==> src/hw/rtl/phec_pkg.sv <==
`default_nettype none
package phec_pkg;

  // Default number of CORDIC cells and the most the angle table supports
  localparam int unsigned CORDIC_STAGES_DEF = 16;
  localparam int unsigned CORDIC_MAX        = 24;

  // Field widths
  localparam int unsigned POS_W  = 24;
  localparam int unsigned DIFF_W = POS_W + 1;
  localparam int unsigned HDG_W  = 17;
  localparam int unsigned YAW_W  = 16;
  localparam int unsigned ERR_W  = 17;
  localparam int unsigned CMD_W  = 16;
  localparam int unsigned GAIN_W = 11;
  localparam int unsigned DB_W   = 15;
  localparam int unsigned CFG_W  = 15;

  // CORDIC datapath: magnitudes carry 16 fraction bits, angle in 2^-20 degree
  localparam int unsigned FRAC_W = 16;
  localparam int unsigned CW     = 44;
  localparam int unsigned AW     = 29;
  localparam int unsigned ANG_SHIFT = 13;

  localparam logic [AW-1:0] DEG90_FINE = 29'd94371840;
  localparam logic [14:0]   DEG90      = 15'd11520;
  localparam logic [16:0]   DEG180     = 17'd23040;
  localparam logic [16:0]   DEG360     = 17'd46080;

  // Register reset values
  localparam logic [GAIN_W-1:0] GAIN_RST = 11'd256;
  localparam logic [DB_W-1:0]   DB_RST   = 15'd384;

  // Configuration register indexes
  typedef enum logic [0:0] {
    REG_HEADING_GAIN   = 1'b0,
    REG_DEADBAND_WIDTH = 1'b1
  } cfg_reg_e;

  // Rotating vector and angle accumulator handed from cell to cell
  typedef struct packed {
    logic signed [CW-1:0] x;
    logic signed [CW-1:0] y;
    logic signed [AW-1:0] ang;
  } cordic_t;

  // Side data that rides along the CORDIC chain
  typedef struct packed {
    logic                    dx_neg;
    logic                    dz_neg;
    logic                    az_zero;
    logic                    ax_zero;
    logic signed [HDG_W-1:0] heading;
    logic                    done;
  } side_t;

  // Elementary angles atan(2^-i) in 2^-20 degree
  function automatic logic signed [AW-1:0] atan_fine(input int unsigned idx);
    logic signed [AW-1:0] v;
    case (idx)
      0:  v = 29'sd47185920;
      1:  v = 29'sd27855475;
      2:  v = 29'sd14718068;
      3:  v = 29'sd7471121;
      4:  v = 29'sd3750058;
      5:  v = 29'sd1876857;
      6:  v = 29'sd938658;
      7:  v = 29'sd469357;
      8:  v = 29'sd234682;
      9:  v = 29'sd117342;
      10: v = 29'sd58671;
      11: v = 29'sd29335;
      12: v = 29'sd14668;
      13: v = 29'sd7334;
      14: v = 29'sd3667;
      15: v = 29'sd1833;
      16: v = 29'sd917;
      17: v = 29'sd458;
      18: v = 29'sd229;
      19: v = 29'sd115;
      20: v = 29'sd57;
      21: v = 29'sd29;
      22: v = 29'sd14;
      23: v = 29'sd7;
      default: v = '0;
    endcase
    return v;
  endfunction

endpackage
`default_nettype wire

==> src/hw/rtl/phec_prep.sv <==
`default_nettype none
module phec_prep (
  input  wire                          clk_i,
  input  wire                          rst_ni,
  input  wire                          in_valid_i,
  output logic                         in_ready_o,
  input  wire  signed [phec_pkg::POS_W-1:0] goal_x_i,
  input  wire  signed [phec_pkg::POS_W-1:0] goal_z_i,
  input  wire  signed [phec_pkg::POS_W-1:0] own_x_i,
  input  wire  signed [phec_pkg::POS_W-1:0] own_z_i,
  input  wire  signed [phec_pkg::HDG_W-1:0] heading_i,
  input  wire                          done_i,
  output logic                         out_valid_o,
  input  wire                          out_ready_i,
  output phec_pkg::cordic_t            out_cordic_o,
  output phec_pkg::side_t              out_side_o
);
  import phec_pkg::*;

  logic                     v1_q, v2_q;
  logic                     en1, en2;
  logic signed [DIFF_W-1:0] dx_q, dz_q;
  logic signed [HDG_W-1:0]  hdg_q;
  logic                     done_q;
  logic [POS_W-1:0]         ax, az;
  logic signed [DIFF_W-1:0] ndx, ndz;
  cordic_t                  cordic_q;
  side_t                    side_q;

  assign en2        = !v2_q || out_ready_i;
  assign en1        = !v1_q || en2;
  assign in_ready_o = en1;

  // Advance valid flags
  always_ff @(posedge clk_i or negedge rst_ni) begin
    if (!rst_ni) begin
      v1_q <= 1'b0;
      v2_q <= 1'b0;
    end else begin
      if (en1) v1_q <= in_valid_i;
      if (en2) v2_q <= v1_q;
    end
  end

  // Form the offset to the target
  always_ff @(posedge clk_i) begin
    if (en1 && in_valid_i) begin
      dx_q   <= DIFF_W'(goal_x_i) - DIFF_W'(own_x_i);
      dz_q   <= DIFF_W'(goal_z_i) - DIFF_W'(own_z_i);
      hdg_q  <= heading_i;
      done_q <= done_i;
    end
  end

  // Fold into the first quadrant and load the vector
  assign ndx = -dx_q;
  assign ndz = -dz_q;
  assign ax  = dx_q[DIFF_W-1] ? ndx[POS_W-1:0] : dx_q[POS_W-1:0];
  assign az  = dz_q[DIFF_W-1] ? ndz[POS_W-1:0] : dz_q[POS_W-1:0];

  always_ff @(posedge clk_i) begin
    if (en2 && v1_q) begin
      cordic_q.x      <= $signed({{(CW-POS_W-FRAC_W){1'b0}}, ax, {FRAC_W{1'b0}}});
      cordic_q.y      <= $signed({{(CW-POS_W-FRAC_W){1'b0}}, az, {FRAC_W{1'b0}}});
      cordic_q.ang    <= '0;
      side_q.dx_neg   <= dx_q[DIFF_W-1];
      side_q.dz_neg   <= dz_q[DIFF_W-1];
      side_q.az_zero  <= (az == '0);
      side_q.ax_zero  <= (ax == '0);
      side_q.heading  <= hdg_q;
      side_q.done     <= done_q;
    end
  end

  assign out_valid_o  = v2_q;
  assign out_cordic_o = cordic_q;
  assign out_side_o   = side_q;

endmodule
`default_nettype wire

==> config.mk <==
export PLATFORM = sky130hd
export DESIGN_NAME = phec_prep
export DESIGN_NICKNAME = d
export VERILOG_FILES = /design/src/hw/rtl/phec_pkg.sv /design/src/hw/rtl/phec_prep.sv
export SDC_FILE = /design/constraint.sdc
export NUM_CORES = 1
export LEC_CHECK = 0
export ABC_CLOCK_PERIOD_IN_PS = 4700
export BUFFER_PORTS_ARGS = -buffer_cell sky130_fd_sc_hd__buf_4
export CORE_MARGIN = 5
export CORE_UTILIZATION = 55
export DETAILED_ROUTE_END_ITERATION = 8
export PLACE_DENSITY_LB_ADDON = 0.1
export SYNTH_ARGS = -nofsm -noshare
export SYNTH_HDL_FRONTEND = slang
export SYNTH_SLANG_ARGS = --single-unit
==> constraint.sdc <==
create_clock -name clk_i -period 4.7 [get_ports clk_i]
set_input_delay 0.47 -clock clk_i [delete_from_list [all_inputs] [get_ports clk_i]]
set_output_delay 0.47 -clock clk_i [all_outputs]
set_load 0.01 [all_outputs]
==> out/qor.yml <==
clock_tree:
  clock-sinks: 140
  cts_tree: "built"
  numCtsBuffers: 17
  post_cts_buffers: 0
  cts-htree-levels: 4
  clock_insertion_delay_worst_skew_ns: 0.42
  max-clock-path-buffers: 2
  clk_pin_slew_ns: 0.07
  ctsHoldBuffers: 1
  postCtsResizedCells: 0
  root_buffer: "sky130_fd_sc_hd__clkbuf_16"
critical_path:
  critical-path-top-cell-by-count: "sky130_fd_sc_hd__or4_1"
  timing.critical_path.from_type: "flip-flop"
  crit_path_top_delay_cell: "sky130_fd_sc_hd__or4_4"
  maximum_fanout_encountered_on_the_critical_timing_path: 7
  crit-reg2reg-launch: "dz_q[4]$_DFFE_PP_"
  critical_path.cell_chain: "or3_1 -> or4_4 -> o31ai_4 -> xnor2_1 -> or4_1 -> or4_1 -> nor4_2"
  reg2reg_to: "out_side_o[19]$_DFFE_PP_"
  setup.worst_path.class: "flip-flop to flip-flop"
  max_stage_delay_ns: 0.54
  reg2reg_setup_slack_ns: 1.59
  cp-end-kind: "flip-flop"
  cp.required_ns: 4.94
  worstRegToRegCells: 7
  cp.arrival_ns: 3.35
timing:
  hold_slack_ns: 0.225
  setup_tns_ns: 0
  final.min_clock_period_ns: 3.11
  postLayoutSetupSlackWorst_ns: 1.59
  hold_viol: 0
  grt_setup_unrepaired: "no"
  achievable_clock_frequency_ghz: 0.321
  relSlewSlack_pct: 25.4
  setup_viol_count_final: 0
  slew_violations: 0
  final.period_utilization_pct: 66.2
  worst-slew-pin-transition_ns: 1.09
  clock_skew_ns: 0.00710
floorplan:
  initial_utilization_pct: 56.0
  die_w_um: 137
  dieArea_mm2: 0.0188
  placement_rows: 46
  io_pins: 259
  die_y_um: 137
  design.core.area_mm2: 0.0159
final_layout:
  proportion_of_layout_cells_with_a_drive_suffix_above_1_pct: 22.8
  design.final.nets: 1202
  final_cells: 1259
  area_delta_synth_final_pct: 21.7
  antenna_diode_count: 0
synthesis:
  avgSynthCellArea_um2: 10.6
  postSynthCellCount: 842
  synth.cell_area_mm2: 0.00889
  ys_async_sr_fraction_pct: 1.43
  netlist-cell-type-count: 66
  yosysWarningCount: 0
  synthFlopType: "sky130_fd_sc_hd__edfxtp_1"
  number_of_enable_type_register_cells_in_the_synthesized_netlist: 138
  number_of_register_bits_inferred_by_synthesis: 140
  seq_area_frac_synth_pct: 47.2
min_path:
  min-delay-start: "heading_i[12]"
  hp-class: "input port to flip-flop"
  whs_endpoint: "hdg_q[12]$_DFFE_PP_"
  hold-path-cell-count: 1
global_routing:
  vias_in_the_first_global_route: 5988
  global_route.overflow_total: 0
  grt_start_max_net_pins: 46
  grt_first_pass_wirelength_um: 29500
  grtUsageTotal_pct: 19.8
  grt_antenna_before_repair: 0
detailed_routing:
  vias: 6584
  vias_per_cell: 5.23
  dr.pass1.iters: 5
  drt-total-wl_um: 18800
  drtIter0Drc: 530
  final_antenna_net_count: 0
  drt-wirelength-per-cell_um: 15.0
  drc_errors: 0
power:
  worst_ir_drop_vdd_v: 0.000216
  cellLeakagePower_nw: 4.64
  p_per_area_mw_per_mm2: 351
  fin_total_pwr_mw: 3.80
place:
  dp_cells: 1226
  post-dp-hpwl_um: 15100
  finalWeightedCongestion: 0.902
  port_buffers: 189
  pre_cts_slack_ns: 1.27
job:
  max_cap_viol_count: 0
run_status:
  status: "completed"
## cells in the mapped netlist (11+ instances only)
cell / count / share of area, %
sky130_fd_sc_hd__ha_1: 52 / 7.3
sky130_fd_sc_hd__xnor2_1: 62 / 6.1
sky130_fd_sc_hd__edfxtp_1: 138 / 47
sky130_fd_sc_hd__clkbuf_1: 20 / 0.84
sky130_fd_sc_hd__a21oi_1: 36 / 2.0
sky130_fd_sc_hd__nand2b_1: 15 / 1.1
sky130_fd_sc_hd__o31ai_1: 12 / 1.0
sky130_fd_sc_hd__nand2_1: 43 / 1.8
sky130_fd_sc_hd__buf_4: 69 / 5.8
sky130_fd_sc_hd__a21o_1: 25 / 2.1
sky130_fd_sc_hd__nor3_1: 21 / 1.2
sky130_fd_sc_hd__nand3_1: 18 / 1.0
sky130_fd_sc_hd__nor2_1: 42 / 1.8
sky130_fd_sc_hd__o21a_1: 11 / 0.93
sky130_fd_sc_hd__o21ai_0: 42 / 2.4
sky130_fd_sc_hd__xor2_1: 15 / 1.5
sky130_fd_sc_hd__inv_1: 70 / 3.0
## where the power goes
part	total [mW]	internal, mW	switching (mW)
sequential	1.68	1.58	0.103
clock	1.26	0.700	0.560
combinational	0.853	0.398	0.455
## layout make-up
| type | instances | area (um^2) |
|---|---|---|
| fill | 1230 | 5070 |
| sequential | 140 | 4190 |
| multi-input combinational | 608 | 4080 |
| timing repair buffer | 193 | 1450 |
| clock buffer | 17 | 425 |
| tap | 216 | 270 |
| inverter | 70 | 263 |
| clock inverter | 15 | 139 |
## state kept, by name (all words and copies together) (netlist names)
| register | flops |
|---|---|
| done_q | 1 |
| dx_q | 25 |
| dz_q | 25 |
| hdg_q | 17 |
| out_cordic_o | 48 |
| out_side_o | 22 |
| out_valid_o | 1 |
| v1_q | 1 |
## layout by cell type (no fill, tap or decap), types with 9 or more instances in the layout
| cell type | count |
|---|---|
| sky130_fd_sc_hd__a21oi_1 | 36 |
| sky130_fd_sc_hd__clkbuf_16 | 17 |
| sky130_fd_sc_hd__edfxtp_1 | 138 |
| sky130_fd_sc_hd__or3_1 | 10 |
| sky130_fd_sc_hd__buf_4 | 192 |
| sky130_fd_sc_hd__xor2_1 | 15 |
| sky130_fd_sc_hd__nand2b_1 | 15 |
| sky130_fd_sc_hd__o31ai_1 | 12 |
| sky130_fd_sc_hd__inv_1 | 70 |
| sky130_fd_sc_hd__nand2_1 | 43 |
| sky130_fd_sc_hd__nand3_1 | 18 |
| sky130_fd_sc_hd__ha_1 | 52 |
| sky130_fd_sc_hd__or4_1 | 10 |
| sky130_fd_sc_hd__a21o_1 | 25 |
| sky130_fd_sc_hd__o21a_1 | 11 |
| sky130_fd_sc_hd__nor2_1 | 42 |
| sky130_fd_sc_hd__conb_1 | 69 |
| sky130_fd_sc_hd__o21ai_0 | 42 |
| sky130_fd_sc_hd__nor2b_1 | 9 |
| sky130_fd_sc_hd__nor3_1 | 21 |
| sky130_fd_sc_hd__xnor2_1 | 62 |
## through the flow
stage | util, % | area (um^2)
detailed placement | 64.5 | 10200
floorplan | - | 9140
global placement | 64.5 | 10200
global route | 68.1 | 10800
finish | 68.1 | 10800
CTS | 68.1 | 10800
## critical path, delay by kind of cell, from the launching register on
| kind | cells | cell delay (ns) |
|---|---|---|
| compound gates | 1 | 0.19 |
| flops | 1 | 0.49 |
| simple gates | 5 | 2.17 |
| xor+xnor | 1 | 0.10 |
## logic make-up (layout without fill, tap and decap cells)
group / after synthesis / after routing / synth area share (%)
AOI/OAI and AO/OA: 190 / 190 / 14.4
xor gates and xnor gates: 77 / 77 / 7.59
adders and majority gates: 54 / 54 / 7.77
buffers and inverters: 162 / 295 / 9.87
DFF: 140 / 140 / 47.2
muxes: 5 / 5 / 0.577
other: 1 / 69 / 0.0422
and+or+nand+nor: 213 / 213 / 12.5
## worst max path at each step
stage                            start                  endpoint  slack, ns  cells past startpoint
CTS                 dz_q[10]$_DFFE_PP_  out_side_o[19]$_DFFE_PP_       1.57                      7
detailed placement         goal_x_i[0]        dx_q[20]$_DFFE_PP_       1.27                     11
global route        dz_q[10]$_DFFE_PP_  out_side_o[19]$_DFFE_PP_       1.33                      7
floorplan            dz_q[2]$_DFFE_PP_  out_side_o[19]$_DFFE_PP_       1.78                      9
global placement           goal_x_i[0]        dx_q[20]$_DFFE_PP_       1.43                     11
finish               dz_q[4]$_DFFE_PP_  out_side_o[19]$_DFFE_PP_       1.59                      7
## per-layer routing
layer	part of all wire, %	track usage, %	up-vias
li1	-	-	3312
met1	47	30.0	2966
met4	1.2	6.04	0
met5	0	0	-
met3	8.9	3.35	16
met2	43	29.2	290
Power figures use the tool's default switching activity.
