===== src/hw/rtl/phec_pkg.sv =====
`default_nettype none
package phec_pkg;

  // Default number of CORDIC cells and the most the angle table supports
  localparam int unsigned CORDIC_STAGES_DEF = 16;
  localparam int unsigned CORDIC_MAX        = 24;

  // Field widths
  localparam int unsigned POS_W  = 24;
  localparam int unsigned DIFF_W = POS_W + 1;
  localparam int unsigned HDG_W  = 17;
  localparam int unsigned YAW_W  = 16;
  localparam int unsigned ERR_W  = 17;
  localparam int unsigned CMD_W  = 16;
  localparam int unsigned GAIN_W = 11;
  localparam int unsigned DB_W   = 15;
  localparam int unsigned CFG_W  = 15;

  // CORDIC datapath: magnitudes carry 16 fraction bits, angle in 2^-20 degree
  localparam int unsigned FRAC_W = 16;
  localparam int unsigned CW     = 44;
  localparam int unsigned AW     = 29;
  localparam int unsigned ANG_SHIFT = 13;

  localparam logic [AW-1:0] DEG90_FINE = 29'd94371840;
  localparam logic [14:0]   DEG90      = 15'd11520;
  localparam logic [16:0]   DEG180     = 17'd23040;
  localparam logic [16:0]   DEG360     = 17'd46080;

  // Register reset values
  localparam logic [GAIN_W-1:0] GAIN_RST = 11'd256;
  localparam logic [DB_W-1:0]   DB_RST   = 15'd384;

  // Configuration register indexes
  typedef enum logic [0:0] {
    REG_HEADING_GAIN   = 1'b0,
    REG_DEADBAND_WIDTH = 1'b1
  } cfg_reg_e;

  // Rotating vector and angle accumulator handed from cell to cell
  typedef struct packed {
    logic signed [CW-1:0] x;
    logic signed [CW-1:0] y;
    logic signed [AW-1:0] ang;
  } cordic_t;

  // Side data that rides along the CORDIC chain
  typedef struct packed {
    logic                    dx_neg;
    logic                    dz_neg;
    logic                    az_zero;
    logic                    ax_zero;
    logic signed [HDG_W-1:0] heading;
    logic                    done;
  } side_t;

  // Elementary angles atan(2^-i) in 2^-20 degree
  function automatic logic signed [AW-1:0] atan_fine(input int unsigned idx);
    logic signed [AW-1:0] v;
    case (idx)
      0:  v = 29'sd47185920;
      1:  v = 29'sd27855475;
      2:  v = 29'sd14718068;
      3:  v = 29'sd7471121;
      4:  v = 29'sd3750058;
      5:  v = 29'sd1876857;
      6:  v = 29'sd938658;
      7:  v = 29'sd469357;
      8:  v = 29'sd234682;
      9:  v = 29'sd117342;
      10: v = 29'sd58671;
      11: v = 29'sd29335;
      12: v = 29'sd14668;
      13: v = 29'sd7334;
      14: v = 29'sd3667;
      15: v = 29'sd1833;
      16: v = 29'sd917;
      17: v = 29'sd458;
      18: v = 29'sd229;
      19: v = 29'sd115;
      20: v = 29'sd57;
      21: v = 29'sd29;
      22: v = 29'sd14;
      23: v = 29'sd7;
      default: v = '0;
    endcase
    return v;
  endfunction

endpackage
`default_nettype wire


===== src/hw/rtl/phec_post.sv =====
`default_nettype none
module phec_post (
  input  wire                        clk_i,
  input  wire                        rst_ni,
  input  wire                        in_valid_i,
  output logic                       in_ready_o,
  input  phec_pkg::cordic_t          in_cordic_i,
  input  phec_pkg::side_t            in_side_i,
  input  wire  [phec_pkg::GAIN_W-1:0] gain_i,
  input  wire  [phec_pkg::DB_W-1:0]   deadband_i,
  output logic                       out_valid_o,
  input  wire                        out_ready_i,
  output logic [phec_pkg::YAW_W-1:0] yaw_o,
  output logic signed [phec_pkg::ERR_W-1:0] err_o,
  output logic signed [phec_pkg::CMD_W-1:0] cmd_o
);
  import phec_pkg::*;

  localparam int unsigned NP = 9;
  localparam int unsigned PW = ERR_W + GAIN_W + 1;
  localparam int unsigned NW = 20;
  localparam int unsigned KW = 19;
  localparam int unsigned QW = NW + KW;
  localparam int unsigned DIV_SHIFT = 21;
  localparam logic [KW-1:0] RECIP5 = 19'd419431;
  localparam logic signed [17:0] P180 = 18'sd23040;
  localparam logic signed [17:0] N180 = -18'sd23040;
  localparam logic signed [17:0] P360 = 18'sd46080;
  localparam logic [PW-1:0] HALF = PW'(1280);
  localparam logic [QW-DIV_SHIFT-1:0] POS_LIM = 18'd32767;
  localparam logic [QW-DIV_SHIFT-1:0] NEG_LIM = 18'd32768;

  logic [NP-1:0] v_q;
  logic [NP:0]   rdy;

  // Backpressure ripples down from the output register
  always_comb begin
    rdy[NP] = out_ready_i;
    for (int k = NP - 1; k >= 0; k--) begin
      rdy[k] = !v_q[k] || rdy[k+1];
    end
  end
  assign in_ready_o = rdy[0];

  always_ff @(posedge clk_i or negedge rst_ni) begin
    if (!rst_ni) begin
      v_q <= '0;
    end else begin
      if (rdy[0]) v_q[0] <= in_valid_i;
      for (int k = 1; k < NP; k++) begin
        if (rdy[k]) v_q[k] <= v_q[k-1];
      end
    end
  end

  // Stage 0: clamp and round the first-quadrant angle, or take 0 or 90 degrees on an axis
  logic [AW-2:0]   clamp;
  logic [AW-2:0]   rnd;
  logic [14:0]     a0_q;
  side_t           s0_q;

  always_comb begin
    if (in_cordic_i.ang[AW-1]) begin
      clamp = '0;
    end else if (in_cordic_i.ang[AW-2:0] > DEG90_FINE[AW-2:0]) begin
      clamp = DEG90_FINE[AW-2:0];
    end else begin
      clamp = in_cordic_i.ang[AW-2:0];
    end
    rnd = clamp + (AW-1)'(1 << (ANG_SHIFT - 1));
  end

  always_ff @(posedge clk_i) begin
    if (rdy[0] && in_valid_i) begin
      if (in_side_i.az_zero) begin
        a0_q <= '0;
      end else if (in_side_i.ax_zero) begin
        a0_q <= DEG90;
      end else begin
        a0_q <= rnd[ANG_SHIFT +: 15];
      end
      s0_q <= in_side_i;
    end
  end

  // Stage 1: map to the full circle, fold 360 to 0
  logic [16:0] yaw1_q;
  side_t       s1_q;

  always_ff @(posedge clk_i) begin
    if (rdy[1] && v_q[0]) begin
      if (!s0_q.dz_neg) begin
        yaw1_q <= s0_q.dx_neg ? DEG180 - 17'(a0_q) : 17'(a0_q);
      end else if (!s0_q.dx_neg) begin
        yaw1_q <= (a0_q == '0) ? '0 : DEG360 - 17'(a0_q);
      end else begin
        yaw1_q <= DEG180 + 17'(a0_q);
      end
      s1_q <= s0_q;
    end
  end

  // Stage 2: raw heading error, forced to zero once navigation is done
  logic [16:0]        yaw2_q;
  logic signed [17:0] eraw_q;

  always_ff @(posedge clk_i) begin
    if (rdy[2] && v_q[1]) begin
      yaw2_q <= yaw1_q;
      eraw_q <= s1_q.done ? '0 : $signed({1'b0, yaw1_q}) - 18'(s1_q.heading);
    end
  end

  // Stage 3: single wrap into plus or minus 180
  logic [16:0]        yaw3_q;
  logic signed [17:0] ewrap_q;

  always_ff @(posedge clk_i) begin
    if (rdy[3] && v_q[2]) begin
      yaw3_q <= yaw2_q;
      if (eraw_q < N180) begin
        ewrap_q <= eraw_q + P360;
      end else if (eraw_q > P180) begin
        ewrap_q <= eraw_q - P360;
      end else begin
        ewrap_q <= eraw_q;
      end
    end
  end

  // Stage 4: deadband
  logic [ERR_W-1:0]        emag;
  logic [16:0]             yaw4_q;
  logic signed [ERR_W-1:0] err4_q;

  assign emag = ewrap_q[17] ? ERR_W'(-ewrap_q) : ewrap_q[ERR_W-1:0];

  always_ff @(posedge clk_i) begin
    if (rdy[4] && v_q[3]) begin
      yaw4_q <= yaw3_q;
      err4_q <= (emag < ERR_W'(deadband_i)) ? '0 : ewrap_q[ERR_W-1:0];
    end
  end

  // Stage 5: scale by gain
  logic [16:0]             yaw5_q;
  logic signed [ERR_W-1:0] err5_q;
  logic signed [PW-1:0]    prod_q;

  always_ff @(posedge clk_i) begin
    if (rdy[5] && v_q[4]) begin
      yaw5_q <= yaw4_q;
      err5_q <= err4_q;
      prod_q <= $signed(PW'(err4_q)) * $signed({{(PW-GAIN_W){1'b0}}, gain_i});
    end
  end

  // Stage 6: magnitude plus half, divide by 512
  logic [PW-1:0]           pmag;
  logic [PW-1:0]           psum;
  logic [16:0]             yaw6_q;
  logic signed [ERR_W-1:0] err6_q;
  logic [NW-1:0]           n6_q;
  logic                    neg6_q;

  assign pmag = prod_q[PW-1] ? PW'(-prod_q) : prod_q;
  assign psum = pmag + HALF;

  always_ff @(posedge clk_i) begin
    if (rdy[6] && v_q[5]) begin
      yaw6_q <= yaw5_q;
      err6_q <= err5_q;
      n6_q   <= psum[9 +: NW];
      neg6_q <= prod_q[PW-1];
    end
  end

  // Stage 7: divide by 5 through the reciprocal
  logic [16:0]             yaw7_q;
  logic signed [ERR_W-1:0] err7_q;
  logic [QW-1:0]           q7_q;
  logic                    neg7_q;

  always_ff @(posedge clk_i) begin
    if (rdy[7] && v_q[6]) begin
      yaw7_q <= yaw6_q;
      err7_q <= err6_q;
      q7_q   <= QW'(n6_q) * QW'(RECIP5);
      neg7_q <= neg6_q;
    end
  end

  // Stage 8: sign and saturate into the output register
  logic [QW-DIV_SHIFT-1:0] qmag;
  logic [YAW_W-1:0]        yaw8_q;
  logic signed [ERR_W-1:0] err8_q;
  logic signed [CMD_W-1:0] cmd8_q;

  assign qmag = q7_q[QW-1:DIV_SHIFT];

  always_ff @(posedge clk_i) begin
    if (rdy[8] && v_q[7]) begin
      yaw8_q <= yaw7_q[YAW_W-1:0];
      err8_q <= err7_q;
      if (!neg7_q) begin
        cmd8_q <= (qmag > POS_LIM) ? POS_LIM[CMD_W-1:0] : qmag[CMD_W-1:0];
      end else begin
        cmd8_q <= (qmag > NEG_LIM) ? NEG_LIM[CMD_W-1:0] : CMD_W'(-qmag);
      end
    end
  end

  assign out_valid_o = v_q[NP-1];
  assign yaw_o       = yaw8_q;
  assign err_o       = err8_q;
  assign cmd_o       = cmd8_q;

endmodule
`default_nettype wire


===== config.mk =====
export PLATFORM = sky130hd
export DESIGN_NAME = phec_post
export DESIGN_NICKNAME = d
export VERILOG_FILES = /design/src/hw/rtl/phec_pkg.sv /design/src/hw/rtl/phec_post.sv
export SDC_FILE = /design/constraint.sdc
export NUM_CORES = 1
export LEC_CHECK = 0
export BUFFER_PORTS_ARGS = -buffer_cell sky130_fd_sc_hd__buf_2
export CAP_MARGIN = 10
export CORE_UTILIZATION = 35
export DETAILED_ROUTE_END_ITERATION = 8
export GPL_ROUTABILITY_DRIVEN = 1
export GPL_TIMING_DRIVEN = 0
export HOLD_SLACK_MARGIN = 0.1
export PLACE_DENSITY = 0.54
export REMOVE_ABC_BUFFERS = 1
export SKIP_LAST_GASP = 1
export SYNTH_ARGS = -nofsm -noshare
export SYNTH_HDL_FRONTEND = slang
export SYNTH_SLANG_ARGS = --single-unit

===== constraint.sdc =====
create_clock -name clk_i -period 10.3 [get_ports clk_i]
set_clock_uncertainty 0.1 [all_clocks]
set_input_delay 1.03 -clock clk_i [delete_from_list [all_inputs] [get_ports clk_i]]
set_output_delay 1.03 -clock clk_i [all_outputs]
set_load 0.03 [all_outputs]

==> flow_summary.yaml <==
run_status:
  status: "complete, no violations"
drt:
  drc: 0
  drt_iter0_drc: 979
  routed_wl_mm: 63.6
  firstDrtPassIters: 6
  wl_per_cell_um: 16.1
  vias_per_cell: 4.79
  vias: 18900
  antenna_left: 0
clock_tree:
  htreeDepth: 2
  post_cts_resized: 0
  clkTransAtPathRegs_ns: 0.06
  clock_sinks: 397
  cts_max_path_buffers: 3
  root_buffer: "clkbuf_16"
  hold_buffers: 0
  cts_buffers: 45
  cts_setup_buffers: 0
  cts_tree: "yes"
  clk_latency_ns: 0.59
critical_path:
  critPathBufInv: 4
  arrival_ns: 6.90
  path_common_cell: "fa_1"
  crit_type: "flop to flop"
  worstPathMaxFanout: 5
  crit_path_end_kind: "flop"
  crit_family: "adder cells"
  cp-start-kind: "flop"
  critPathSlowestCell: "fa_1"
  slowest_delay_ns: 0.56
  crit_required_ns: 10.53
  worstPathCellList: "ha_1 > fa_1 > inv_1 > fa_1 > inv_1 > fa_1 > inv_1 > fa_1 > fa_1 > inv_1 > ha_1 > nand4_1 > a221o_1 > o21ai_0 > o31a_1 > o21ai_0 > o2111ai_1 > a21oi_1 > xnor2_1"
global_routing:
  grt.met2_usage: 0.255
  grt_max_degree: 40
  met1_usage: 0.196
  grt_pass1_wl_mm: 103
  gr-usage-met3: 0.0249
  grt_util_all_layers: 0.150
  grt_overflow: 0
  antenna_found_initial: 3
  top_usage_layer: "met2"
  grt_pass1_vias: 19800
yosys:
  synth_cell_types: 74
  syn_avg_cell_area_um2: 11.3
  synth_area_um2: 30000
  synth_top_flop_cell: "edfxtp_1"
  synth-edff-count: 388
  ys_ff_latch: 397
  yosys_warnings: 0
  ys_seq_area_frac: 0.396
  synth_cells: 2648
  synth-async-reset-ratio: 0.0227
sta:
  worst_pin_slew_ns: 1.00
  tns_ns: 0
  grt_setup_unrepaired: "false"
  relSlewSlack: 0.328
  hold_viol_final: 0
  period_needed_ns: 6.67
  setup_viol: 0
  max_freq_ghz: 0.150
  period_share: 0.648
  maxSlewViolCount: 0
  hold-worst-slack_ns: 0.200
floorplanning:
  fp-row-count: 106
  start_util: 0.356
  core_area_um2: 84200
  pin_count: 220
  dieHeight_um: 295
  die_w_um: 295
  die_area_um2: 86900
finish:
  synthToLayoutAreaGrowth_pct: 11.7
  final_nets: 3517
  nFillCells: 8037
  drive_above_1_share: 0.0871
  antennaDiodeCount: 0
  seqCellArea_um2: 11900
  multi_input_area_um2: 16000
placement:
  portBuffers: 131
  gp_congestion: 0.868
  post-dp-hpwl_mm: 51.8
min_path:
  hp-class: "input port to async pin"
run:
  maxCapViolations: 0
## sequential cells by signal (all words and copies together), names as in the netlist, 9 cells and up
signal / cells
n6_q: 20
ewrap_q: 18
err6_q: 17
err5_q: 17
s1_q: 18
err_o: 17
yaw4_q: 16
eraw_q: 18
yaw1_q: 17
yaw5_q: 16
err7_q: 17
yaw_o: 16
yaw2_q: 16
q7_q: 18
yaw3_q: 16
s0_q: 20
cmd_o: 16
err4_q: 17
a0_q: 15
v_q: 9
yaw6_q: 16
yaw7_q: 16
prod_q: 29
## area by class of cell
type,count,area share
Clock buffer,53,0.0348
Clock inverter,29,0.00971
Inverter,512,0.0573
Multi-Input combinational cell,1671,0.477
Sequential cell,397,0.354
Tap cell,1134,0.0423
Timing Repair Buffer,139,0.0246
## cells in the final DEF (no fill, tap or decap), types with 11 or more instances in the layout
| master | n |
|---|---|
| a211oi_1 | 11 |
| a21o_1 | 26 |
| a21oi_1 | 92 |
| a31oi_1 | 12 |
| and2_1 | 75 |
| buf_2 | 131 |
| clkbuf_16 | 45 |
| edfxtp_1 | 388 |
| fa_1 | 305 |
| ha_1 | 277 |
| inv_1 | 511 |
| nand2_1 | 222 |
| nand2b_1 | 17 |
| nand3_1 | 23 |
| nand4_1 | 17 |
| nor2_1 | 108 |
| nor2b_1 | 29 |
| nor3_1 | 34 |
| nor4_1 | 13 |
| o21a_1 | 11 |
| o21ai_0 | 84 |
| o31ai_1 | 11 |
| or2_2 | 11 |
| or3_1 | 27 |
| xnor2_1 | 97 |
| xor2_1 | 45 |
## kinds of logic (layout without fill, tap and decap cells)
group / after synthesis / in the layout / share of synthesized area
muxes: 2 / 2 / 0.000709
adders and majority gates: 582 / 582 / 0.319
and+or+nand+nor: 605 / 605 / 0.0981
AOI/OAI and AO/OA: 339 / 339 / 0.0718
buffers and inverters: 580 / 733 / 0.0729
DFF: 397 / 397 / 0.396
other: 1 / 1 / 0.000125
xor gates and xnor gates: 142 / 142 / 0.0415
## through the flow
step | utilization | area [µm²] | std cells | worst slack (ns)
2_1_floorplan | - | 29700 | 2580 | 4.44
3_3_place_gp | 0.378 | 31800 | 3845 | 3.56
3_5_place_dp | 0.380 | 32000 | 3853 | 3.55
4_1_cts | 0.398 | 33500 | 3935 | 3.54
5_1_grt | 0.398 | 33500 | 3935 | 3.27
6_report | 0.398 | 33500 | 3935 | 3.63
## worst paths after layout
path | from | endpoint | slack, ns | depth (start not counted)
max | n6_q[14]$_DFFE_PP_ | q7_q[38]$_DFFE_PP_ | 3.63 | 19
min | rst_ni | v_q[0]$_DFFE_PN0N_ | 0.20 | 1
max reg2reg | n6_q[14]$_DFFE_PP_ | q7_q[38]$_DFFE_PP_ | 3.63 | 19
min reg2reg | yaw5_q[9]$_DFFE_PP_ | yaw6_q[9]$_DFFE_PP_ | 0.29 | 0
max in group asynchronous | rst_ni | v_q[6]$_DFFE_PN0P_ | 9.73 | 1
min in group clk_i | yaw5_q[9]$_DFFE_PP_ | yaw6_q[9]$_DFFE_PP_ | 0.29 | 0
## cell usage after synthesis (4+ instances only)
cell      instances  area, µm²
o31ai_1          11       82.6
xnor2_1          97        850
fa_1            305       6110
o22ai_1           9       56.3
nand2b_1         17        106
nor3_1           34        170
or3_1            27        169
o41ai_1           9       78.8
nor4b_1           4       35.0
nor4_1           13       81.3
a31oi_1          14       87.6
a21boi_0          5       37.5
nand2_1         222        833
nor2_1          108        405
o311ai_1          8       70.1
nand4_1          17        106
a211oi_1         11       82.6
and2_1           77        482
or2_2            11       68.8
a21oi_1          92        460
edfxtp_1        388      11700
o21a_1           11       82.6
o21ai_0          84        420
o21ai_1           5       25.0
and3_1            4       25.0
ha_1            277       3470
nor2b_1          31        194
o21bai_1          6       45.0
a21o_1           26        195
inv_1           511       1920
nand3_1          23        115
a31o_2            8       70.1
dfrtp_1           9        225
clkbuf_1         65        244
o211ai_1          6       45.0
xor2_1           45        394
nor3b_1           4       30.0
## metal layers
layer  vias up  wire (µm)
met3        87       2940
met2       416      30300
li1       9041          -
met5         -         29
met1      9301      29000
met4         6       1250
Power is left out: the tool's default activity adds up to more than one toggle a clock period on the data nets, which glitch-free logic cannot reach.
