$ cat src/hw/rtl/phec_pkg.sv
`default_nettype none
package phec_pkg;

  // Default number of CORDIC cells and the most the angle table supports
  localparam int unsigned CORDIC_STAGES_DEF = 16;
  localparam int unsigned CORDIC_MAX        = 24;

  // Field widths
  localparam int unsigned POS_W  = 24;
  localparam int unsigned DIFF_W = POS_W + 1;
  localparam int unsigned HDG_W  = 17;
  localparam int unsigned YAW_W  = 16;
  localparam int unsigned ERR_W  = 17;
  localparam int unsigned CMD_W  = 16;
  localparam int unsigned GAIN_W = 11;
  localparam int unsigned DB_W   = 15;
  localparam int unsigned CFG_W  = 15;

  // CORDIC datapath: magnitudes carry 16 fraction bits, angle in 2^-20 degree
  localparam int unsigned FRAC_W = 16;
  localparam int unsigned CW     = 44;
  localparam int unsigned AW     = 29;
  localparam int unsigned ANG_SHIFT = 13;

  localparam logic [AW-1:0] DEG90_FINE = 29'd94371840;
  localparam logic [14:0]   DEG90      = 15'd11520;
  localparam logic [16:0]   DEG180     = 17'd23040;
  localparam logic [16:0]   DEG360     = 17'd46080;

  // Register reset values
  localparam logic [GAIN_W-1:0] GAIN_RST = 11'd256;
  localparam logic [DB_W-1:0]   DB_RST   = 15'd384;

  // Configuration register indexes
  typedef enum logic [0:0] {
    REG_HEADING_GAIN   = 1'b0,
    REG_DEADBAND_WIDTH = 1'b1
  } cfg_reg_e;

  // Rotating vector and angle accumulator handed from cell to cell
  typedef struct packed {
    logic signed [CW-1:0] x;
    logic signed [CW-1:0] y;
    logic signed [AW-1:0] ang;
  } cordic_t;

  // Side data that rides along the CORDIC chain
  typedef struct packed {
    logic                    dx_neg;
    logic                    dz_neg;
    logic                    az_zero;
    logic                    ax_zero;
    logic signed [HDG_W-1:0] heading;
    logic                    done;
  } side_t;

  // Elementary angles atan(2^-i) in 2^-20 degree
  function automatic logic signed [AW-1:0] atan_fine(input int unsigned idx);
    logic signed [AW-1:0] v;
    case (idx)
      0:  v = 29'sd47185920;
      1:  v = 29'sd27855475;
      2:  v = 29'sd14718068;
      3:  v = 29'sd7471121;
      4:  v = 29'sd3750058;
      5:  v = 29'sd1876857;
      6:  v = 29'sd938658;
      7:  v = 29'sd469357;
      8:  v = 29'sd234682;
      9:  v = 29'sd117342;
      10: v = 29'sd58671;
      11: v = 29'sd29335;
      12: v = 29'sd14668;
      13: v = 29'sd7334;
      14: v = 29'sd3667;
      15: v = 29'sd1833;
      16: v = 29'sd917;
      17: v = 29'sd458;
      18: v = 29'sd229;
      19: v = 29'sd115;
      20: v = 29'sd57;
      21: v = 29'sd29;
      22: v = 29'sd14;
      23: v = 29'sd7;
      default: v = '0;
    endcase
    return v;
  endfunction

endpackage
`default_nettype wire

$ cat src/hw/rtl/phec_cell.sv
`default_nettype none
module phec_cell #(
  parameter int unsigned STAGE = 0
) (
  input  wire                clk_i,
  input  wire                rst_ni,
  input  wire                in_valid_i,
  output logic               in_ready_o,
  input  phec_pkg::cordic_t  in_cordic_i,
  input  phec_pkg::side_t    in_side_i,
  output logic               out_valid_o,
  input  wire                out_ready_i,
  output phec_pkg::cordic_t  out_cordic_o,
  output phec_pkg::side_t    out_side_o
);
  import phec_pkg::*;

  localparam logic signed [AW-1:0] ATAN = atan_fine(STAGE);

  logic                 valid_q;
  logic                 en;
  logic signed [CW-1:0] xs, ys;
  cordic_t              cordic_d, cordic_q;
  side_t                side_q;

  assign en         = !valid_q || out_ready_i;
  assign in_ready_o = en;

  // One vectoring micro-rotation toward the x axis
  assign xs = in_cordic_i.x >>> STAGE;
  assign ys = in_cordic_i.y >>> STAGE;

  always_comb begin
    if (!in_cordic_i.y[CW-1]) begin
      cordic_d.x   = in_cordic_i.x + ys;
      cordic_d.y   = in_cordic_i.y - xs;
      cordic_d.ang = in_cordic_i.ang + ATAN;
    end else begin
      cordic_d.x   = in_cordic_i.x - ys;
      cordic_d.y   = in_cordic_i.y + xs;
      cordic_d.ang = in_cordic_i.ang - ATAN;
    end
  end

  always_ff @(posedge clk_i or negedge rst_ni) begin
    if (!rst_ni) begin
      valid_q <= 1'b0;
    end else if (en) begin
      valid_q <= in_valid_i;
    end
  end

  always_ff @(posedge clk_i) begin
    if (en && in_valid_i) begin
      cordic_q <= cordic_d;
      side_q   <= in_side_i;
    end
  end

  assign out_valid_o  = valid_q;
  assign out_cordic_o = cordic_q;
  assign out_side_o   = side_q;

endmodule
`default_nettype wire

$ cat config.mk
export PLATFORM = sky130hd
export DESIGN_NAME = phec_cell
export DESIGN_NICKNAME = d
export VERILOG_FILES = /design/src/hw/rtl/phec_pkg.sv /design/src/hw/rtl/phec_cell.sv
export SDC_FILE = /design/constraint.sdc
export NUM_CORES = 1
export LEC_CHECK = 0
export BUFFER_PORTS_ARGS = -buffer_cell sky130_fd_sc_hd__buf_2
export CAP_MARGIN = 20
export CORE_MARGIN = 2
export CORE_UTILIZATION = 45
export CTS_BUF_LIST = sky130_fd_sc_hd__clkbuf_4
export CTS_CLUSTER_SIZE = 25
export DETAILED_ROUTE_END_ITERATION = 12
export PLACE_DENSITY = 0.71
export SLEW_MARGIN = 20
export SYNTH_ARGS = -nofsm -noshare
export SYNTH_HDL_FRONTEND = slang
export SYNTH_SLANG_ARGS = --single-unit
export TNS_END_PERCENT = 5
$ cat constraint.sdc
create_clock -name clk_i -period 4 [get_ports clk_i]
set_input_delay 0.2 -clock clk_i [delete_from_list [all_inputs] [get_ports clk_i]]
set_output_delay 0.2 -clock clk_i [all_outputs]
set_load 0.05 [all_outputs]
==> metrics, run 1 <==
status finished clean; Buf+Inv Stages, Crit Path 3; clk sink count 139; # rows 61; Logic pwr share 45.1%; Post-CTS Setup Bufs 0; Clock Tree Buf Depth 2; Reg2Reg Depth 3; Clk pwr share 18.5%; Vias per Instance 5.749; Final period util 87.72%; initial antenna violation count 2; Seq/Total Area, Yosys 33.04%; sw power 2.302 mW; Setup Skew 27.69 ps; PD cells 332.2 mW/mm^2; sequential share of power 36.5%; Final Slew Violations 0; most common cell after layout, fill and taps aside buf_2; Mapped Cells 1440; worst hold path type in -> reg; DPL Wire Length 35240 um; largest net degree at the start of global routing 78; IO Pins 284; Syn Area/Cell 8.764 sq um; Leakage 6.730 nW; Core Footprint 0.02771 sq mm; vias in the first global route 11990; Yosys reg bits 139; clock-pin slew on the worst setup and hold paths 130 ps; fmax 285.0 MHz; Die Area 0.02940 sq mm; Inserted Clock Buffers 17; clk_lat worst skew 610 ps; Netlist cell types 78; die width 171.5 um; Crit path arrival time 3840 ps; Final #Nets 2070; Crit path max-delay family compound AO/OA/AOI/OAI gates; iteration-0 DRC count of the detailed router 1161; critical path peak fanout 4; endpoint class of the critical path register; area of placed instances 0.01455 sq mm; Synth Net Count 1739; slowest stage delay, CP 560 ps; area delta synth->final 21.18%; Post-Syn Area 0.01262 sq mm; CTS H-tree lvls 4; Initial Util 45.55%; Die Y-Extent 171.5 um; Finished Cell Area 0.01529 sq mm; fraction of layout cells with a size suffix above 1 20.75%; P_int 2.778 mW; first-pass GRT wire length 66780 um; DR WL/cell 20.79 um; routed wire length 44960 um; unrepaired setup endpoints after global routing no; crit path launch type input port; first drt pass iteration count 6; maxcap violations 0; Max rail drop VDD 0.0001669 V; WS Path Type in -> reg; Rel. slew slack 43.83%; Top FF cell, synth edfxtp_1; hold path depth 3; Critical Path RT 4330 ps; root buf cell clkbuf_4; crit path cell chain dlygate4sd3_1 > buf_2 > inv_1 > ha_1 > fa_1 > nor2b_1 > o211ai_1 > a31oi_1 > o21ai_0 > o311ai_0 > a21boi_0 > nor4_1 > o22ai_1 > xnor2_1; Async SR Flop Fraction 0.7194%; Post-Route Setup TNS 0 ps; most frequent cells in the layout buf_2, a21oi_1, ha_1; GPL Wtd Cong 0.9490; Tightest Pin Transition 821.4 ps; post-route minimum period 3509 ps; gr usage total 29.86%; critical path depth 14; port bufs 283; Switching Share 45.31%; final hold viol count 0; CP max stage cell o311ai_0; total grt overflow 0; final setup fails 0; CTS tree done; Post-synth EDFFs 138; Ys Warns 0; post-route ant nets 0; DRC 0; via count 12440; cells resized by post-CTS repair 0
[power by group through the flow]
stage | Clock, mW | Combinational [mW] | Sequential, mW
3_3_place_gp | 0 | 2.21 | 1.88
3_5_place_dp | 0 | 2.21 | 1.89
2_1_floorplan | 0 | 1.05 | 2.38
4_1_cts | 0.955 | 2.26 | 1.85
5_1_grt | 1.00 | 2.44 | 1.87
6_report | 0.938 | 2.29 | 1.85
[cells by family after synthesis]
kind of cell / after synthesis / synth area share (%)
simple gates: 348 / 13.19
xor+xnor: 92 / 6.385
flops: 139 / 33.04
compound gates: 483 / 23.78
buf+inv: 202 / 6.316
fa+ha+maj: 156 / 15.70
mux: 20 / 1.596
[tightest hold or removal path: stages]
cell     delay, ps
buf_2           90
xor2_1          70
xnor2_1        180
[final timing paths]
kind | startpoint | end | slack [ps]
min in group asynchronous | rst_ni | out_valid_o | 410
setup / recovery | in_cordic_i[73] | out_cordic_o[113] | 490
hold / removal | in_cordic_i[28] | out_cordic_o[28] | 60
setup reg to reg | out_valid_o | out_cordic_o[48] | 2240
max in group asynchronous | rst_ni | out_valid_o | 3490
hold reg to reg | out_valid_o | out_cordic_o[79] | 930
[metrics by stage]
step                std cells  power [mW]  utilization [%]  hold slack, ps  setup WS [ps]
floorplan                1440       3.433                -          -95.59          687.6
global placement         2081       4.091            52.50          -23.32          143.8
detailed placement       2081       4.094            52.50          -23.51          284.3
CTS                      2161       5.068            55.18           24.62          578.4
global route             2162       5.311            55.19           41.37          320.8
finish                   2163       5.080            55.20           63.38          491.1
[cell usage after synthesis (3+ instances only)]
cell	number	area [sq um]
mux2i_1	19	190.2
ha_1	152	1902
o21ai_0	96	480.5
nor4_1	10	62.56
inv_1	143	536.8
and3_1	7	43.79
and2_1	7	43.79
nor3_1	30	150.1
a221o_1	4	40.04
a21oi_1	186	930.9
buf_1	8	30.03
a31o_2	4	35.03
nand2b_1	15	93.84
o21bai_1	23	172.7
or3_1	10	62.56
o31ai_1	15	112.6
a2bb2oi_1	3	26.28
a41oi_1	3	26.28
a221oi_1	5	43.79
o22ai_1	4	25.02
xnor2_1	76	665.6
nand3_1	20	100.1
o221ai_1	3	26.28
a211oi_1	18	135.1
fa_1	4	80.08
buf_4	5	37.54
o211ai_1	19	142.6
xor2_1	16	140.1
buf_2	16	80.08
a31oi_1	16	100.1
nor2_1	116	435.4
nand2_1	78	292.8
a21o_1	26	195.2
edfxtp_1	138	4144
nor2b_1	14	87.58
nand4_1	18	112.6
a2111oi_0	7	61.31
clkbuf_1	27	101.4
or2_2	5	31.28
or4_1	9	67.56
o21a_1	16	120.1
[routing by layer]
layer | wire [um] | vias up | global-route usage, %
met4 | 1494 | 0 | 11.27
met3 | 3538 | 93 | 5.545
met1 | 19730 | 5883 | 40.04
met2 | 20200 | 598 | 47.86
met5 | 0 | - | 0
li1 | - | 5862 | -
[registers in the layout, summed over array words and instances, names as in the netlist]
| name | flops |
|---|---|
| out_cordic_o | 116 |
| out_side_o | 22 |
| out_valid_o | 1 |
[repair_timing]
item,4_1_cts,5_1_grt
hold buffers,49,0
setup endpoints to repair,0,0
endpoints found under the hold margin,48,0
[layout make-up]
type | count | area [sq um]
fill | 2642 | 12410
multi-input combinational | 1099 | 7656
sequential | 139 | 4169
timing repair buffer | 368 | 2190
inverter | 146 | 548.0
tap | 378 | 473.0
clock buffer | 17 | 127.6
clock inverter | 14 | 123.9
antenna | 2 | 5.005
Note: power is estimated with default switching activity, not from simulation.
==> run 2, diff against run 1 <==
ABC_AREA = 1   (was default)
PLACE_DENSITY = 0.69   (was 0.71)
==> metrics, run 2 <==
worst hold path type in -> reg; endpoint class of the critical path register; Clock Tree Buf Depth 2; area delta synth->final 15.33%; final hold viol count 0; Vias per Instance 5.350; Ys Warns 0; FF-to-FF setup slack 2330 ps; unrepaired setup endpoints after global routing no; Async SR Flop Fraction 0.7194%; die width 192.2 um; Final #Nets 3067; Die Y-Extent 192.2 um; CTS H-tree lvls 4; clk_lat worst skew 650 ps; PD cells 297.6 mW/mm^2; fraction of layout cells with a size suffix above 1 15.89%; Rel. slew slack 45.46%; clk sink count 139; DRC 1; largest net degree at the start of global routing 139; first-pass GRT wire length 94060 um; Post-Route Setup TNS 0 ps; cell taking the most area after synthesis edfxtp_1; Die Area 0.03693 sq mm; Leakage 9.902 nW; routed wire length 63610 um; initial antenna violation count 1; maxcap violations 0; WS Path Type in -> reg; most frequent cells in the layout nand2_1, inv_1, buf_2; Netlist cell types 47; Inserted Clock Buffers 17; Final period util 76.64%; most numerous cell in the Yosys netlist nand2_1; Setup Skew 30.44 ps; DR WL/cell 19.65 um; Initial Util 45.90%; Mapped Cells 2467; total grt overflow 0; Post-Syn Area 0.01593 sq mm; critical path peak fanout 5; crit path cell chain dlygate4sd3_1 > buf_2 > inv_1 > ha_1 > fa_1 > inv_1 > nand2_1 > nand3_1 > nand2_1 > nand2_1 > nand2_1 > nand2_1 > nand2_1 > nand2_1 > nand2_1 > nand3_1 > nand2_1; post-route ant nets 0; fmax 326.2 MHz; via count 17320; synth top area cells edfxtp_1, nand2_1, ha_1, inv_1, nand3_1; status finished with violations; Yosys reg bits 139; failing checks DRC; clock-pin slew on the worst setup and hold paths 160 ps; IO Pins 284; Max rail drop VDD 0.0002891 V; root buf cell clkbuf_4; Seq/Total Area, Yosys 26.17%; Synth Net Count 2766; vias in the first global route 16820; slowest stage delay, CP 540 ps; Final Slew Violations 0; GPL Wtd Cong 1.040; Post-synth EDFFs 138; # rows 68; final setup fails 0; most instantiated cells after synthesis nand2_1, inv_1, nand3_1, nor2_1, ha_1; Top FF cell, synth edfxtp_1; Finished Cell Area 0.01838 sq mm; Core Footprint 0.03471 sq mm; Crit path arrival time 3490 ps; port bufs 283; crit path launch type input port; CP max stage cell fa_1; DPL Wire Length 52400 um; Critical Path RT 4420 ps; most common cell after layout, fill and taps aside nand2_1; Post-CTS Setup Bufs 0; Tightest Pin Transition 818.2 ps; iteration-0 DRC count of the detailed router 1475; gr usage total 34.20%; max reg flops 116; post-route minimum period 3066 ps; first drt pass iteration count 11; Syn Area/Cell 6.458 sq um; top cell type's share of synthesized area 26.01%; cell mode on critical path nand2_1; area of placed instances 0.01758 sq mm; CTS tree done
==> run 2: changes by cell type after synthesis, moves of 18 or more <==
cell      previous run  this run
nor3_1              30         6
nor2_1             116       197
nand2_1             78       819
nand2_2              0        24
a21oi_1            186       135
xnor2_1             76         5
buf_4                5        25
o21ai_0             96        72
nor2_2               0        37
nand3_1             20       206
clkbuf_1            27         9
inv_1              143       429
a21o_1              26         0
==> run 2: kinds of logic (layout without fill, tap and decap cells) <==
logic type | count (synthesis) | count (layout) | share of synthesized area (%)
XOR/XNOR | 33 | 33 | 1.814
AND/OR/NAND/NOR | 1349 | 1349 | 36.11
AO/OA/AOI/OAI | 286 | 286 | 10.26
multiplexers | 2 | 2 | 0.1257
adder cells (fa/ha/maj) | 156 | 156 | 12.44
other | 0 | 1 | 0
buffers and inverters | 502 | 816 | 13.08
flip-flops | 139 | 139 | 26.17
==> run 2: routing by layer <==
metal | vias to the layer above | GRT usage, % | wire, um
met2 | 770 | 56.52 | 28710
met5 | - | 0 | 0
li1 | 8355 | - | -
met3 | 116 | 4.020 | 4295
met1 | 8077 | 44.98 | 28000
met4 | 0 | 14.77 | 2598
==> run 2: area by class of cell <==
cell class              instances  area, sq um
clock inverters                15        156.4
inverters                     442         1660
multi-input cells            1826         9691
flip-flops and latches        139         4169
well taps                     455        569.3
fillers                      3547        16340
repair buffers                342         1999
clock buffers                  17        127.6
diodes                          1        2.502
==> run 2: worst max-delay path: cells and delay by family <==
| family | cells | cell delay [ps] |
|---|---|---|
| buf+inv | 4 | 1070 |
| simple gates | 11 | 1400 |
| fa+ha+maj | 2 | 800 |
==> run 2: timing repair <==
item                      4_1_cts  5_1_grt
hold endpoints to repair       48        0
gates resized for setup         0        0
hold buffers                   51        0
==> run 2: power by group <==
part,internal [mW],switching (mW)
clock network,0.332,0.705
logic,0.697,1.92
registers,1.78,0.0355
total,2.81,2.66
==> run 2: through the flow <==
stage | hold slack, ps | setup slack (ps) | utilization [%] | cells | power, mW
final | 67.01 | 934.4 | 52.93 | 3237 | 5.469
after global routing | 53.63 | 939.2 | 52.93 | 3237 | 5.747
after CTS | 14.99 | 1037 | 52.93 | 3236 | 5.435
after detailed placement | -21.08 | 856.9 | 50.64 | 3153 | 4.364
after global placement | -23.66 | 858.9 | 50.64 | 3153 | 4.344
after floorplan | -95.59 | 615.4 | - | 2467 | 3.620
==> run 2: worst paths after layout <==
path | start | to | cells past startpoint
min in group asynchronous | rst_ni | out_valid_o | 3
max in group asynchronous | rst_ni | out_valid_o | 3
hold reg to reg | out_valid_o | out_cordic_o[66] | 2
setup reg to reg | out_valid_o | out_cordic_o[46] | 2
setup / recovery | in_cordic_i[73] | out_cordic_o[97] | 17
hold / removal | in_cordic_i[27] | out_cordic_o[27] | 3
==> run 3, diff against run 2 <==
ABC_AREA = 0   (was 1)
PLACE_DENSITY = 0.71   (was 0.69)
clock period = 2.8 ns   (was 4 ns; I/O delays follow)
==> metrics, run 3 (synthesis gave the netlist of run 1 again) <==
Die Y-Extent 171.5 um; Core Footprint 0.02771 sq mm; clk sink count 139; Clock Tree Buf Depth 2; root buf cell clkbuf_4; clk_lat worst skew 630 ps; FF+latch area 0.004169 sq mm; PD cells 443.7 mW/mm^2; first drt pass iteration count 6; post-route ant nets 0; port bufs 283; DRC 0; clock-pin slew on the worst setup and hold paths 150 ps; die width 171.5 um; top sig layer met5; crit path cell chain buf_2 > inv_1 > ha_1 > inv_1 > a2111oi_2 > a211oi_1 > buf_4 > o31ai_1 > buf_4 > o2111ai_1 > nand2_1 > buf_4 > o21ai_0 > buf_4 > a32oi_1 > xor2_1; cell mode on critical path buf_4; Vias per Instance 5.517; gr usage total 32.07%; maxcap violations 0; final hold viol count 0; Leakage 8.332 nW; total grt overflow 0; iteration-0 DRC count of the detailed router 1221; Final period util 95.79%; Die Area 0.02940 sq mm; fmax 372.9 MHz; slowest stage delay, CP 490 ps; most common cell after layout, fill and taps aside buf_4; most frequent cells in the layout buf_4, buf_2, a21oi_1; CTS tree done; hold path depth 3; Finished Cell Area 0.01782 sq mm; met2 wire length 22380 um; DPL Wire Length 38090 um; routed wire length 48160 um; DR WL met3 3874 um; Place WS -421.3 ps; Max rail drop VDD 0.0002458 V; Initial Util 45.55%; crit path launch type input port; CP max stage cell a2111oi_2; DR WL/cell 19.32 um; total power draw 7.905 mW; first-pass GRT wire length 72020 um; Rel. slew slack 57.67%; area of placed instances 0.01698 sq mm; fraction of layout cells with a size suffix above 1 32.86%; critical path peak fanout 4; Inserted Clock Buffers 17; Final #Nets 2398; vias in the first global route 13300; largest net degree at the start of global routing 83; area delta synth->final 41.18%; Crit path arrival time 3060 ps; final setup fails 0; worst hold path type in -> reg; endpoint class of the critical path register; post-route minimum period 2682 ps; Setup Skew 31.51 ps; WS Path Type in -> reg; Final Slew Violations 0; Tightest Pin Transition 628.3 ps; met1 wire length 20570 um; multi-input logic area 0.007662 sq mm; Reg2Reg Depth 3; IO Pins 284; CTS H-tree lvls 4; Critical Path RT 3180 ps; max reg flops 116; # rows 61; via count 13750; Final Worst Setup Slack 118.0 ps; Filler cells 2399; unrepaired setup endpoints after global routing yes; initial antenna violation count 4; status finished clean; GPL Wtd Cong 1.011
-- run 3: repair_timing --
action	CTS	global route
endpoints found under the setup margin	0	2
hold endpoints to repair	54	0
gates resized for setup	0	2
setup buffers	0	0
hold buffers	55	0
-- run 3: where the power goes --
part	internal (mW)	total (mW)	leakage, nW	switching, mW
sequential	2.59	2.65	1.32	0.0599
combinational	1.44	3.83	6.86	2.39
clock	0.408	1.43	0.152	1.02
total	4.44	7.90	8.33	3.47
-- run 3: final timing paths --
| path | from | slack (ps) | endpoint |
|---|---|---|---|
| max | in_cordic_i[33] | 120 | out_cordic_o[114] |
| min in group asynchronous | rst_ni | 380 | out_valid_o |
| max reg2reg | out_valid_o | 1310 | out_cordic_o[116] |
| max in group asynchronous | rst_ni | 2310 | out_valid_o |
| min | in_cordic_i[22] | 40 | out_cordic_o[22] |
| min reg2reg | out_valid_o | 1060 | out_cordic_o[77] |
-- run 3: per-layer routing --
| metal | vias up | track usage [%] |
|---|---|---|
| li1 | 6530 | - |
| met1 | 6474 | 42.41 |
| met2 | 660 | 53.29 |
| met3 | 87 | 4.970 |
| met4 | 2 | 11.13 |
| met5 | - | 0 |
-- run 3: through the flow --
stage	utilization, %	hold WS (ps)	cells	TNS [ps]
floorplan	-	-155.6	1440	0
global placement	61.27	-85.29	2403	-12080
detailed placement	61.27	-85.07	2403	-13720
CTS	64.26	16.67	2490	0
global route	64.30	22.69	2493	0
finish	64.30	43.19	2493	0
-- run 3: critical path: cells and delay by family --
family / cells / cell delay, ps
AO/OA/AOI/OAI: 6 / 1390
buffers and inverters: 7 / 900
adder cells (fa/ha/maj): 1 / 360
AND/OR/NAND/NOR: 1 / 160
XOR/XNOR: 1 / 100
-- run 3: final cells by class --
class | instances | share of cell area (%)
Antenna cell | 3 | 0.04214
Tap cell | 378 | 2.655
Clock buffer | 17 | 0.7163
Clock inverter | 15 | 0.8357
Timing Repair Buffer | 696 | 26.27
Sequential cell | 139 | 23.40
Multi-Input combinational cell | 1099 | 43.01
Inverter | 146 | 3.076
